## config.mk

```make
export PLATFORM = sky130hd
export DESIGN_NAME = bencode_stream_tokenizer_core
export DESIGN_NICKNAME = d
export VERILOG_FILES = /design/src/rtl/core/bst_pkg.sv /design/src/rtl/core/bst_front.sv /design/src/rtl/core/bst_queue.sv /design/src/rtl/core/bst_emit.sv /design/src/rtl/core/bencode_stream_tokenizer_core.sv
export SDC_FILE = /design/constraint.sdc
export NUM_CORES = 1
export LEC_CHECK = 0
export BUFFER_PORTS_ARGS = -buffer_cell sky130_fd_sc_hd__buf_2
export CORE_MARGIN = 2
export CORE_UTILIZATION = 40
export CTS_BUF_LIST = sky130_fd_sc_hd__clkbuf_8
export CTS_CLUSTER_DIAMETER = 150
export DETAILED_ROUTE_END_ITERATION = 16
export GPL_TIMING_DRIVEN = 0
export PLACE_DENSITY = 0.54
export SYNTH_ARGS = -nofsm -noshare
export SYNTH_HDL_FRONTEND = slang
export SYNTH_SLANG_ARGS = --single-unit
```

## constraint.sdc

```tcl
create_clock -name clk -period 12.6 [get_ports clk]
set_input_delay 2.52 -clock clk [delete_from_list [all_inputs] [get_ports clk]]
set_output_delay 2.52 -clock clk [all_outputs]
set_load 0.02 [all_outputs]
```

## src/rtl/core/bst_pkg.sv

```systemverilog
// Shared types and constants for the bencode stream tokenizer.
// Used by the parser front end, the record queue and the token emitter.
// No dependencies.
package bst_pkg;

    // Default configuration of the block.
    localparam int LENGTH_BITS_DEF = 32;
    localparam int LEVEL_BITS_DEF  = 8;
    localparam int QUEUE_DEPTH_DEF = 4;

    // Field widths of one result item.
    localparam int KIND_W  = 4;
    localparam int BYTE_W  = 8;
    localparam int VALUE_W = 63;
    localparam int NEST_W  = 8;
    localparam int SLOTS   = 3;

    // Largest decimal value the accumulator holds.
    localparam logic [VALUE_W-1:0] VALUE_MAX = {VALUE_W{1'b1}};

    // Bytes with a meaning outside string payload.
    localparam logic [7:0] CH_D     = 8'h64;
    localparam logic [7:0] CH_I     = 8'h69;
    localparam logic [7:0] CH_E     = 8'h65;
    localparam logic [7:0] CH_COLON = 8'h3A;
    localparam logic [7:0] CH_0     = 8'h30;
    localparam logic [7:0] CH_9     = 8'h39;

    // Parser mode.
    typedef enum logic [1:0] {
        MODE_IDLE,
        MODE_LEN,
        MODE_INT,
        MODE_PAY
    } mode_t;

    // Token kinds on the output.
    typedef enum logic [KIND_W-1:0] {
        TK_BYTE    = 4'd0,
        TK_EMPTY   = 4'd1,
        TK_INT     = 4'd2,
        TK_OPEN    = 4'd3,
        TK_CLOSE   = 4'd4,
        TK_NOCOLON = 4'd5,
        TK_NOE     = 4'd6,
        TK_END_OK  = 4'd7,
        TK_CORRUPT = 4'd8
    } tok_kind_t;

    // All tokens caused by one input byte. Only slot 0 can be a string byte
    // or an integer, so the payload, value and end flag belong to slot 0.
    typedef struct packed {
        logic [1:0]                    count;
        logic [SLOTS-1:0][KIND_W-1:0] kind;
        logic [SLOTS-1:0][NEST_W-1:0] level;
        logic [BYTE_W-1:0]             payload;
        logic [VALUE_W-1:0]            value;
        logic                          str_end;
    } step_rec_t;

endpackage

```

## src/rtl/core/bst_front.sv

```systemverilog
// Parser front end: accepts stream bytes, keeps the parse state and builds
// one record of up to three tokens per byte. Depends on bst_pkg.
module bst_front #(
    parameter int LENGTH_BITS = bst_pkg::LENGTH_BITS_DEF,
    parameter int LEVEL_BITS  = bst_pkg::LEVEL_BITS_DEF
) (
    input  logic                clk,
    input  logic                rst_n,
    input  logic                in_valid,
    output logic                in_ready,
    input  logic [7:0]          in_byte,
    input  logic                in_eos,
    input  logic                queue_full,
    output logic                push,
    output bst_pkg::step_rec_t  rec
);

    localparam int EXT_W = (LEVEL_BITS > bst_pkg::NEST_W) ? LEVEL_BITS : bst_pkg::NEST_W;
    localparam logic signed [LEVEL_BITS-1:0] LVL_MAX = {1'b0, {(LEVEL_BITS-1){1'b1}}};
    localparam logic signed [LEVEL_BITS-1:0] LVL_MIN = {1'b1, {(LEVEL_BITS-1){1'b0}}};

    bst_pkg::mode_t                        mode_reg, mode_next;
    logic [bst_pkg::VALUE_W-1:0]           acc_reg, acc_next;
    logic [LENGTH_BITS-1:0]                rem_reg, rem_next;
    logic signed [LEVEL_BITS-1:0]          lvl_reg, lvl_next;

    logic                                  accept;
    logic                                  is_digit;
    logic [3:0]                            digit;
    logic [bst_pkg::VALUE_W-1:0]           acc_step;
    logic [bst_pkg::VALUE_W+3:0]           acc_wide;
    logic [LENGTH_BITS-1:0]                len_sat;
    logic [bst_pkg::NEST_W-1:0]            lvl_old_field;

    // Clamp a level to the signed range of the nesting field.
    function automatic logic [bst_pkg::NEST_W-1:0] clamp_level(
        input logic signed [LEVEL_BITS-1:0] lvl
    );
        logic signed [EXT_W-1:0] ext;
        logic [bst_pkg::NEST_W-1:0] res;
        begin
            ext = EXT_W'(lvl);
            if (ext > 127)
                res = 8'sd127;
            else if (ext < -128)
                res = 8'h80;
            else
                res = ext[bst_pkg::NEST_W-1:0];
            return res;
        end
    endfunction

    assign in_ready = !queue_full;
    assign accept   = in_valid && in_ready;

    // Decimal digit step: acc * 10 + d, saturated at the largest value.
    assign is_digit = (in_byte >= bst_pkg::CH_0) && (in_byte <= bst_pkg::CH_9);
    assign digit    = 4'(in_byte - bst_pkg::CH_0);
    assign acc_wide = {1'b0, acc_reg, 3'b000} + {3'b000, acc_reg, 1'b0}
                      + {{bst_pkg::VALUE_W{1'b0}}, digit};
    assign acc_step = (acc_wide > {4'b0000, bst_pkg::VALUE_MAX})
                      ? bst_pkg::VALUE_MAX : acc_wide[bst_pkg::VALUE_W-1:0];

    // String length clipped to the width of the remaining-byte counter.
    assign len_sat = (|acc_reg[bst_pkg::VALUE_W-1:LENGTH_BITS])
                     ? {LENGTH_BITS{1'b1}} : acc_reg[LENGTH_BITS-1:0];

    assign lvl_old_field = clamp_level(lvl_reg);

    // Next parse state and the token record for the current byte.
    always_comb
    begin
        logic [1:0] slot;
        logic       do_idle;
        logic       corrupt;
        slot      = 2'd0;
        do_idle   = 1'b0;
        corrupt   = 1'b0;
        mode_next = mode_reg;
        acc_next  = acc_reg;
        rem_next  = rem_reg;
        lvl_next  = lvl_reg;
        rec       = '0;

        case (mode_reg)
            bst_pkg::MODE_LEN:
            begin
                if (is_digit) begin
                    acc_next = acc_step;
                end else if (in_byte == bst_pkg::CH_COLON) begin
                    if (acc_reg == '0) begin
                        mode_next = bst_pkg::MODE_IDLE;
                        rec.kind[slot]  = bst_pkg::TK_EMPTY;
                        rec.level[slot] = lvl_old_field;
                        slot = slot + 2'd1;
                    end else begin
                        rem_next  = len_sat;
                        mode_next = bst_pkg::MODE_PAY;
                    end
                    acc_next = '0;
                end else begin
                    rec.kind[slot]  = bst_pkg::TK_NOCOLON;
                    rec.level[slot] = lvl_old_field;
                    slot = slot + 2'd1;
                    mode_next = bst_pkg::MODE_IDLE;
                    acc_next  = '0;
                    do_idle   = 1'b1;
                end
            end
            bst_pkg::MODE_INT:
            begin
                if (is_digit) begin
                    acc_next = acc_step;
                end else if (in_byte == bst_pkg::CH_E) begin
                    rec.kind[slot]  = bst_pkg::TK_INT;
                    rec.level[slot] = lvl_old_field;
                    rec.value       = acc_reg;
                    slot = slot + 2'd1;
                    mode_next = bst_pkg::MODE_IDLE;
                    acc_next  = '0;
                end else begin
                    rec.kind[slot]  = bst_pkg::TK_NOE;
                    rec.level[slot] = lvl_old_field;
                    slot = slot + 2'd1;
                    mode_next = bst_pkg::MODE_IDLE;
                    acc_next  = '0;
                    do_idle   = 1'b1;
                end
            end
            bst_pkg::MODE_PAY:
            begin
                if (rem_reg != '0)
                    rem_next = rem_reg - 1'b1;
                if (rem_next == '0)
                    mode_next = bst_pkg::MODE_IDLE;
                rec.kind[slot]  = bst_pkg::TK_BYTE;
                rec.level[slot] = lvl_old_field;
                rec.payload     = in_byte;
                rec.str_end     = (rem_next == '0);
                slot = slot + 2'd1;
            end
            default:
            begin
                do_idle = 1'b1;
            end
        endcase

        // Byte handled outside any token: structure and token starts.
        if (do_idle) begin
            if (in_byte == bst_pkg::CH_D) begin
                if (lvl_reg < LVL_MAX)
                    lvl_next = lvl_reg + 1'b1;
                rec.kind[slot]  = bst_pkg::TK_OPEN;
                rec.level[slot] = clamp_level(lvl_next);
                slot = slot + 2'd1;
            end else if (in_byte == bst_pkg::CH_E) begin
                if (lvl_reg > LVL_MIN)
                    lvl_next = lvl_reg - 1'b1;
                rec.kind[slot]  = bst_pkg::TK_CLOSE;
                rec.level[slot] = clamp_level(lvl_next);
                slot = slot + 2'd1;
            end else if (in_byte == bst_pkg::CH_I) begin
                mode_next = bst_pkg::MODE_INT;
                acc_next  = '0;
            end else if (is_digit) begin
                mode_next = bst_pkg::MODE_LEN;
                acc_next  = {{(bst_pkg::VALUE_W-4){1'b0}}, digit};
            end
        end

        // End of stream: flush pending digits, report, and start over.
        // The end tokens carry the level reached before the state is cleared.
        if (in_eos) begin
            if (mode_next == bst_pkg::MODE_LEN) begin
                rec.kind[slot]  = bst_pkg::TK_NOCOLON;
                rec.level[slot] = clamp_level(lvl_next);
                slot = slot + 2'd1;
            end else if (mode_next == bst_pkg::MODE_INT) begin
                rec.kind[slot]  = bst_pkg::TK_NOE;
                rec.level[slot] = clamp_level(lvl_next);
                slot = slot + 2'd1;
            end
            corrupt = (lvl_next != '0)
                      || ((mode_next == bst_pkg::MODE_PAY) && (rem_next != '0));
            rec.kind[slot]  = corrupt ? bst_pkg::TK_CORRUPT : bst_pkg::TK_END_OK;
            rec.level[slot] = clamp_level(lvl_next);
            slot = slot + 2'd1;
            mode_next = bst_pkg::MODE_IDLE;
            acc_next  = '0;
            rem_next  = '0;
            lvl_next  = '0;
        end

        rec.count = slot;
    end

    // Records with no tokens are not queued.
    assign push = accept && (rec.count != 2'd0);

    // Parse state registers.
    always_ff @(posedge clk or negedge rst_n)
    begin
        if (!rst_n) begin
            mode_reg <= bst_pkg::MODE_IDLE;
            acc_reg  <= '0;
            rem_reg  <= '0;
            lvl_reg  <= '0;
        end else if (accept) begin
            mode_reg <= mode_next;
            acc_reg  <= acc_next;
            rem_reg  <= rem_next;
            lvl_reg  <= lvl_next;
        end
    end

endmodule

```

## src/rtl/core/bst_queue.sv

```systemverilog
// Short record queue between the parser front end and the token emitter.
// Depends on bst_pkg for the record type.
module bst_queue #(
    parameter int DEPTH = bst_pkg::QUEUE_DEPTH_DEF
) (
    input  logic               clk,
    input  logic               rst_n,
    input  logic               push,
    input  bst_pkg::step_rec_t push_rec,
    output logic               full,
    input  logic               pop,
    output logic               not_empty,
    output bst_pkg::step_rec_t head_rec
);

    localparam int PW = (DEPTH > 1) ? $clog2(DEPTH) : 1;
    localparam int CW = $clog2(DEPTH + 1);

    bst_pkg::step_rec_t mem [DEPTH];
    logic [PW-1:0]      wr_ptr_reg, wr_ptr_next;
    logic [PW-1:0]      rd_ptr_reg, rd_ptr_next;
    logic [CW-1:0]      count_reg, count_next;

    assign full      = (count_reg == CW'(DEPTH));
    assign not_empty = (count_reg != '0);
    assign head_rec  = mem[rd_ptr_reg];

    // Pointer wrap and occupancy.
    always_comb
    begin
        wr_ptr_next = wr_ptr_reg;
        rd_ptr_next = rd_ptr_reg;
        count_next  = count_reg;
        if (push)
            wr_ptr_next = (wr_ptr_reg == PW'(DEPTH - 1)) ? '0 : wr_ptr_reg + 1'b1;
        if (pop)
            rd_ptr_next = (rd_ptr_reg == PW'(DEPTH - 1)) ? '0 : rd_ptr_reg + 1'b1;
        if (push && !pop)
            count_next = count_reg + 1'b1;
        else if (pop && !push)
            count_next = count_reg - 1'b1;
    end

    always_ff @(posedge clk or negedge rst_n)
    begin
        if (!rst_n) begin
            wr_ptr_reg <= '0;
            rd_ptr_reg <= '0;
            count_reg  <= '0;
        end else begin
            wr_ptr_reg <= wr_ptr_next;
            rd_ptr_reg <= rd_ptr_next;
            count_reg  <= count_next;
        end
    end

    // Record storage.
    always_ff @(posedge clk)
    begin
        if (push)
            mem[wr_ptr_reg] <= push_rec;
    end

endmodule

```

## src/rtl/core/bst_emit.sv

```systemverilog
// Token emitter: walks the tokens of the queued record into a registered output
// stage, one per cycle while it is empty or taken. Depends on bst_pkg.
module bst_emit (
    input  logic                              clk,
    input  logic                              rst_n,
    input  logic                              rec_valid,
    input  bst_pkg::step_rec_t                rec,
    output logic                              pop,
    output logic                              out_valid,
    input  logic                              out_ready,
    output logic [bst_pkg::KIND_W-1:0]        out_kind,
    output logic [bst_pkg::BYTE_W-1:0]        out_payload,
    output logic [bst_pkg::VALUE_W-1:0]       out_value,
    output logic                              out_str_end,
    output logic [bst_pkg::NEST_W-1:0]        out_level,
    output logic                              out_last
);

    logic [1:0]                        idx_reg, idx_next;
    logic                              valid_reg, valid_next;
    logic [bst_pkg::KIND_W-1:0]        kind_reg;
    logic [bst_pkg::BYTE_W-1:0]        payload_reg;
    logic [bst_pkg::VALUE_W-1:0]       value_reg;
    logic                              str_end_reg;
    logic [bst_pkg::NEST_W-1:0]        level_reg;
    logic                              last_reg;

    logic                              load;
    logic                              is_last;
    logic                              first;

    // Load the next token whenever the output stage is empty or being taken.
    assign load    = rec_valid && (!valid_reg || out_ready);
    assign is_last = (idx_reg == (rec.count - 2'd1));
    assign first   = (idx_reg == 2'd0);
    assign pop     = load && is_last;

    always_comb
    begin
        idx_next   = idx_reg;
        valid_next = valid_reg;
        if (load) begin
            idx_next   = is_last ? 2'd0 : idx_reg + 2'd1;
            valid_next = 1'b1;
        end else if (out_ready) begin
            valid_next = 1'b0;
        end
    end

    always_ff @(posedge clk or negedge rst_n)
    begin
        if (!rst_n) begin
            idx_reg   <= 2'd0;
            valid_reg <= 1'b0;
        end else begin
            idx_reg   <= idx_next;
            valid_reg <= valid_next;
        end
    end

    // Output payload; value fields travel only with the first token.
    always_ff @(posedge clk)
    begin
        if (load) begin
            kind_reg    <= rec.kind[idx_reg];
            level_reg   <= rec.level[idx_reg];
            payload_reg <= first ? rec.payload : '0;
            value_reg   <= first ? rec.value : '0;
            str_end_reg <= first ? rec.str_end : 1'b0;
            last_reg    <= is_last;
        end
    end

    assign out_valid   = valid_reg;
    assign out_kind    = kind_reg;
    assign out_payload = payload_reg;
    assign out_value   = value_reg;
    assign out_str_end = str_end_reg;
    assign out_level   = level_reg;
    assign out_last    = last_reg;

endmodule

```

## src/rtl/core/bencode_stream_tokenizer_core.sv

```systemverilog
// Top level of the bencode stream tokenizer: parser front end, record queue
// and token emitter. Depends on bst_pkg, bst_front, bst_queue and bst_emit.
//
// Usage:
//   The slave stream carries one byte of a bencoded stream per transfer,
//   with tlast set on the final byte of the stream. The master stream
//   carries tokens: string payload bytes, empty strings, integers,
//   dictionary opens and closes, error tokens and one end token per stream.
//   tlast on the master side marks the last token caused by one input byte;
//   bytes that cause no token (digits, 'i', list bytes) produce nothing.
//   The first token of a byte passes through the record queue and then the
//   output register. Bytes are taken one per cycle while the queue is not
//   full; a byte that causes two or three tokens sends them one after another,
//   and the single output register is what bounds the token rate to one per cycle.
//   A record queue of QUEUE_DEPTH entries sits between parser and output,
//   so when the receiver stalls, input keeps flowing until the queue fills
//   and s_axis_tready falls. Reset clears the parse state, the nesting
//   level, the queue and the output stage; no tokens are pending after it.
//   After the end token the parser is back in its reset state.
module bencode_stream_tokenizer_core #(
    parameter int LENGTH_BITS = bst_pkg::LENGTH_BITS_DEF,
    parameter int LEVEL_BITS  = bst_pkg::LEVEL_BITS_DEF,
    parameter int QUEUE_DEPTH = bst_pkg::QUEUE_DEPTH_DEF
) (
    input  logic        clk,
    input  logic        rst_n,
    input  logic        s_axis_tvalid,
    output logic        s_axis_tready,
    input  logic [7:0]  s_axis_tdata,   // [7:0] byte_in
    input  logic        s_axis_tlast,   // end_of_stream
    output logic        m_axis_tvalid,
    input  logic        m_axis_tready,
    // [7:0] payload_byte, [70:8] integer_value, [71] string_end,
    // [79:72] nesting_level
    output logic [79:0] m_axis_tdata,
    output logic [3:0]  m_axis_tuser,   // [3:0] token_kind
    output logic        m_axis_tlast    // last
);

    logic                               queue_full;
    logic                               push;
    bst_pkg::step_rec_t                 push_rec;
    logic                               pop;
    logic                               not_empty;
    bst_pkg::step_rec_t                 head_rec;
    logic [bst_pkg::BYTE_W-1:0]         payload;
    logic [bst_pkg::VALUE_W-1:0]        value;
    logic                               str_end;
    logic [bst_pkg::NEST_W-1:0]         level;

    bst_front #(
        .LENGTH_BITS (LENGTH_BITS),
        .LEVEL_BITS  (LEVEL_BITS)
    ) u_front (
        .clk        (clk),
        .rst_n      (rst_n),
        .in_valid   (s_axis_tvalid),
        .in_ready   (s_axis_tready),
        .in_byte    (s_axis_tdata),
        .in_eos     (s_axis_tlast),
        .queue_full (queue_full),
        .push       (push),
        .rec        (push_rec)
    );

    bst_queue #(
        .DEPTH (QUEUE_DEPTH)
    ) u_queue (
        .clk       (clk),
        .rst_n     (rst_n),
        .push      (push),
        .push_rec  (push_rec),
        .full      (queue_full),
        .pop       (pop),
        .not_empty (not_empty),
        .head_rec  (head_rec)
    );

    bst_emit u_emit (
        .clk         (clk),
        .rst_n       (rst_n),
        .rec_valid   (not_empty),
        .rec         (head_rec),
        .pop         (pop),
        .out_valid   (m_axis_tvalid),
        .out_ready   (m_axis_tready),
        .out_kind    (m_axis_tuser),
        .out_payload (payload),
        .out_value   (value),
        .out_str_end (str_end),
        .out_level   (level),
        .out_last    (m_axis_tlast)
    );

    // Pack the token fields, lowest field first.
    assign m_axis_tdata = {level, str_end, value, payload};

endmodule

```

==> results.md <==
- Gr ovfl total: 0
- Cell row count: 104
- Pins Over Slew Limit: 0
- Worst-path clk slew: 0.06 ns
- Die ar.: around 83000 sq um
- Final Hold Fails: 0
- Net Count, Synth: 2661
- Root buffer cell: clkbuf_8
- Tot Pwr: 6.76 mW
- Clock sink count: between 600 and 700
- Number of flip-flops in the largest register: 440
- Vias in the first global route: 22133
- Cells after Synth: 2498
- Drt pass-1 iters: 6
- CTS Hold Bufs: 0
- Total core area: 80400 sq um
- Vias/cell: 5.79
- Post-cts sizing count: 0
- Worst setup SP type: input pin
- LEAKAGE: around 15 nW
- Worst rel slew slack: 0.193
- Setup tns final: 0 ns
- Num CTS Buffers: 105
- Final period util: 0.740
- Clock power share: 0.267
- Area grow syn2layout: 13.7%
- Sw Ratio: 0.329
- Synth top area share: 0.485
- Overall routed net length: 92800 um
- Post-layout net count: 2892
- CTS tree: done
- Synth Cell Area: 32500 sq um
- Final setup fails: 0
- Sequential share of power: 0.431
- Max Clk Rate: about 110 MHz
- Detailed Route Iter0 Violations: 1975
- Crit path required time: 13.00 ns
- Critical Path Fanout Max: 26
- Slowest-stage cell, CP: nor3b_1
- RSZ-0062 raised after global routing: false
- Status: finished clean
- Sw power: about 2.2 mW
- Max-Cap Viols: 0
- Clk_skew: just under 0.04 ns
- Final Critical Period: 9.32 ns
- CP Cell Sequence: buf_2 -> nand4bb_1 -> or2_2 -> o21ai_0 -> a21oi_1 -> o21ai_0 -> clkbuf_1 -> clkinv_1 -> clkbuf_1 -> ha_1 -> nor2_1 -> o21ai_0 -> nor3b_1 -> inv_1 -> ha_1 -> o21ai_0 -> ha_1 -> a21oi_1 -> o31ai_4 -> nor2_4 -> buf_12 -> buf_12 -> buf_12 -> buf_12
- Top post-synthesis cells by area: edfxtp_1 49%, dfrtp_1 8.9%, mux4_2 7.6%
- Int Pwr: ~4.5 mW
- Final worst slack: 3.28 ns
- Worst slack, placed: approximately 2.6 ns
- Critical path class: in2reg
- H-tree Lvls: 3
- DRC: 0
- Routed Antenna Nets: 0
- Ys async rst share: 0.180
- Critical Path Max Stage Delay: 0.73 ns
- CTS max path bufs: 3
- Ys Warns: 0
- Post-synth EDFFs: 525
- DP HPWL: 67700 um
- Total track usage: 0.222
- Count of state elements after synthesis: 640
- WP buf/inv: 9
- FF-to-FF setup slack: 4.51 ns
- HP Class: reg2reg
- Crit path DAT: 9.72 ns
- Cell Pwr Density: around 180 nW/um^2
- Sequential area share after synthesis: 0.574
- IR drop worst, VDD: 0.0846 mV
- Crit path capture type: register
- CP top delay family: buffers and inverters
- Design Area, Final: about 37000 sq um
- I/O pin cnt: 100
- Layout cells sized above 1: 0.145
- Routed vias: 22447
- Ys flop type: edfxtp_1
- Port bufs: 99
- Syn avg cell area: ~13 sq um
- First-pass GRT wire length: 139000 um
- Number of antenna violations at the first check in global routing: 5
- Avg WL per Cell: 23.9 um
- Chip width: 289 um
- Die height: a little under 300 um
- Slew @ Worst Pin: about 1.2 ns
- Area leader, netlist: edfxtp_1
- Logic pwr share: 0.302
- Largest net degree at the start of global routing: 60
- Post-synthesis cell type count: 82
- Fill cell count: 7307
- Placer Congestion: 0.910
- Starting density of the core: 0.404
- Placed Area: roughly 35000 sq um
- Post-CTS Setup Inserts: 0
- Later-pin clock latency in the skew report: 0.73 ns
metrics by stage:
step           std cells  hold WS [ns]   util
6_report            3879         0.512  0.459
4_1_cts             3878         0.502  0.459
5_1_grt             3879         0.528  0.459
3_5_place_dp        3682         0.491  0.433
3_3_place_gp        3657         0.475  0.427
2_1_floorplan       2498         0.464      -
cell type report:
class,count,area [sq um],area share
multi-input cells,1650,13100,0.355
diodes,1,2.50,0.0000678
inverters,60,225,0.00610
flip-flops and latches,640,18600,0.505
clock buffers,107,1470,0.0399
repair buffers,124,983,0.0266
clock inverters,89,604,0.0164
well taps,1060,1330,0.0359
plain buffers,148,573,0.0155
cell usage after synthesis (all sizes together), types with 19 or more instances:
library cell and n:
edfxtp 525, nand4 25, o22ai 24, nor2 105
xnor2 40, nand3 51, nor3 46, a21oi 120
inv 58, nor4 33, nand2 184, clkbuf 125
xor2 39, a21o 45, ha 147, nor2b 25
mux4 110, and2 154, a22o 25, dfrtp 115
o221ai 31, buf 23, o211ai 19, o21ai 124
a221o 51
cell families after synthesis:
logic type                 count (synthesis)  synth area share
and+or+nand+nor                          705             0.113
DFF                                      640             0.574
buffers and inverters                    208            0.0246
xor gates and xnor gates                  79            0.0213
muxes                                    132            0.0835
adders and majority gates                150            0.0585
AOI/OAI and AO/OA                        584             0.125
placed cells by master (no fill, tap or decap), types with 39 or more instances in the layout:
cell type / n
edfxtp_1: 525
nand2_1: 184
and2_1: 153
ha_1: 147
clkbuf_1: 125
o21ai_0: 123
a21oi_1: 119
dfrtp_1: 115
mux4_2: 110
clkbuf_8: 107
buf_2: 104
nor2_1: 101
inv_1: 89
nand3_1: 51
a221o_1: 51
a21o_1: 45
nor3_1: 44
xnor2_1: 40
xor2_1: 39
final timing paths:
path	endpoint	depth (start not counted)	startpoint
hold / removal	u_queue.count_reg[2]	1	u_queue.count_reg[2]
setup reg to reg	u_queue.mem[0][60]	22	u_front.rem_reg[0]
setup / recovery	u_queue.mem[0][60]	24	s_axis_tdata[6]
min in group asynchronous	u_front.acc_reg[61]	1	rst_n
max in group asynchronous	u_front.lvl_reg[3]	2	rst_n
hold reg to reg	u_queue.count_reg[2]	1	u_queue.count_reg[2]
worst register-to-register path, delay by kind of cell (launching register included):
kind	cells	cell delay, ns
fa+ha+maj	2	0.59
simple gates	8	3.26
xor+xnor	1	0.60
buf+inv	6	1.35
flops	1	0.48
compound gates	5	1.50
routing by layer:
layer	GRT usage	share of wire	wire length, um	up-vias
li1	-	-	-	10253
met1	0.330	0.47	43400	11239
met2	0.324	0.43	39600	783
met3	0.0422	0.075	6950	170
met4	0.0782	0.031	2850	2
met5	0	0.00014	13	-
power groups by stage:
stage                     registers [mW]  clock network [mW]  logic, mW
after global routing                2.95                1.94       2.22
final                               2.92                1.80       2.04
after global placement              3.07                   0       1.97
after detailed placement            2.96                   0       2.08
after CTS                           2.92                1.86       2.09
after floorplan                     3.18                   0       1.14
(Power assumes the default switching activity.)
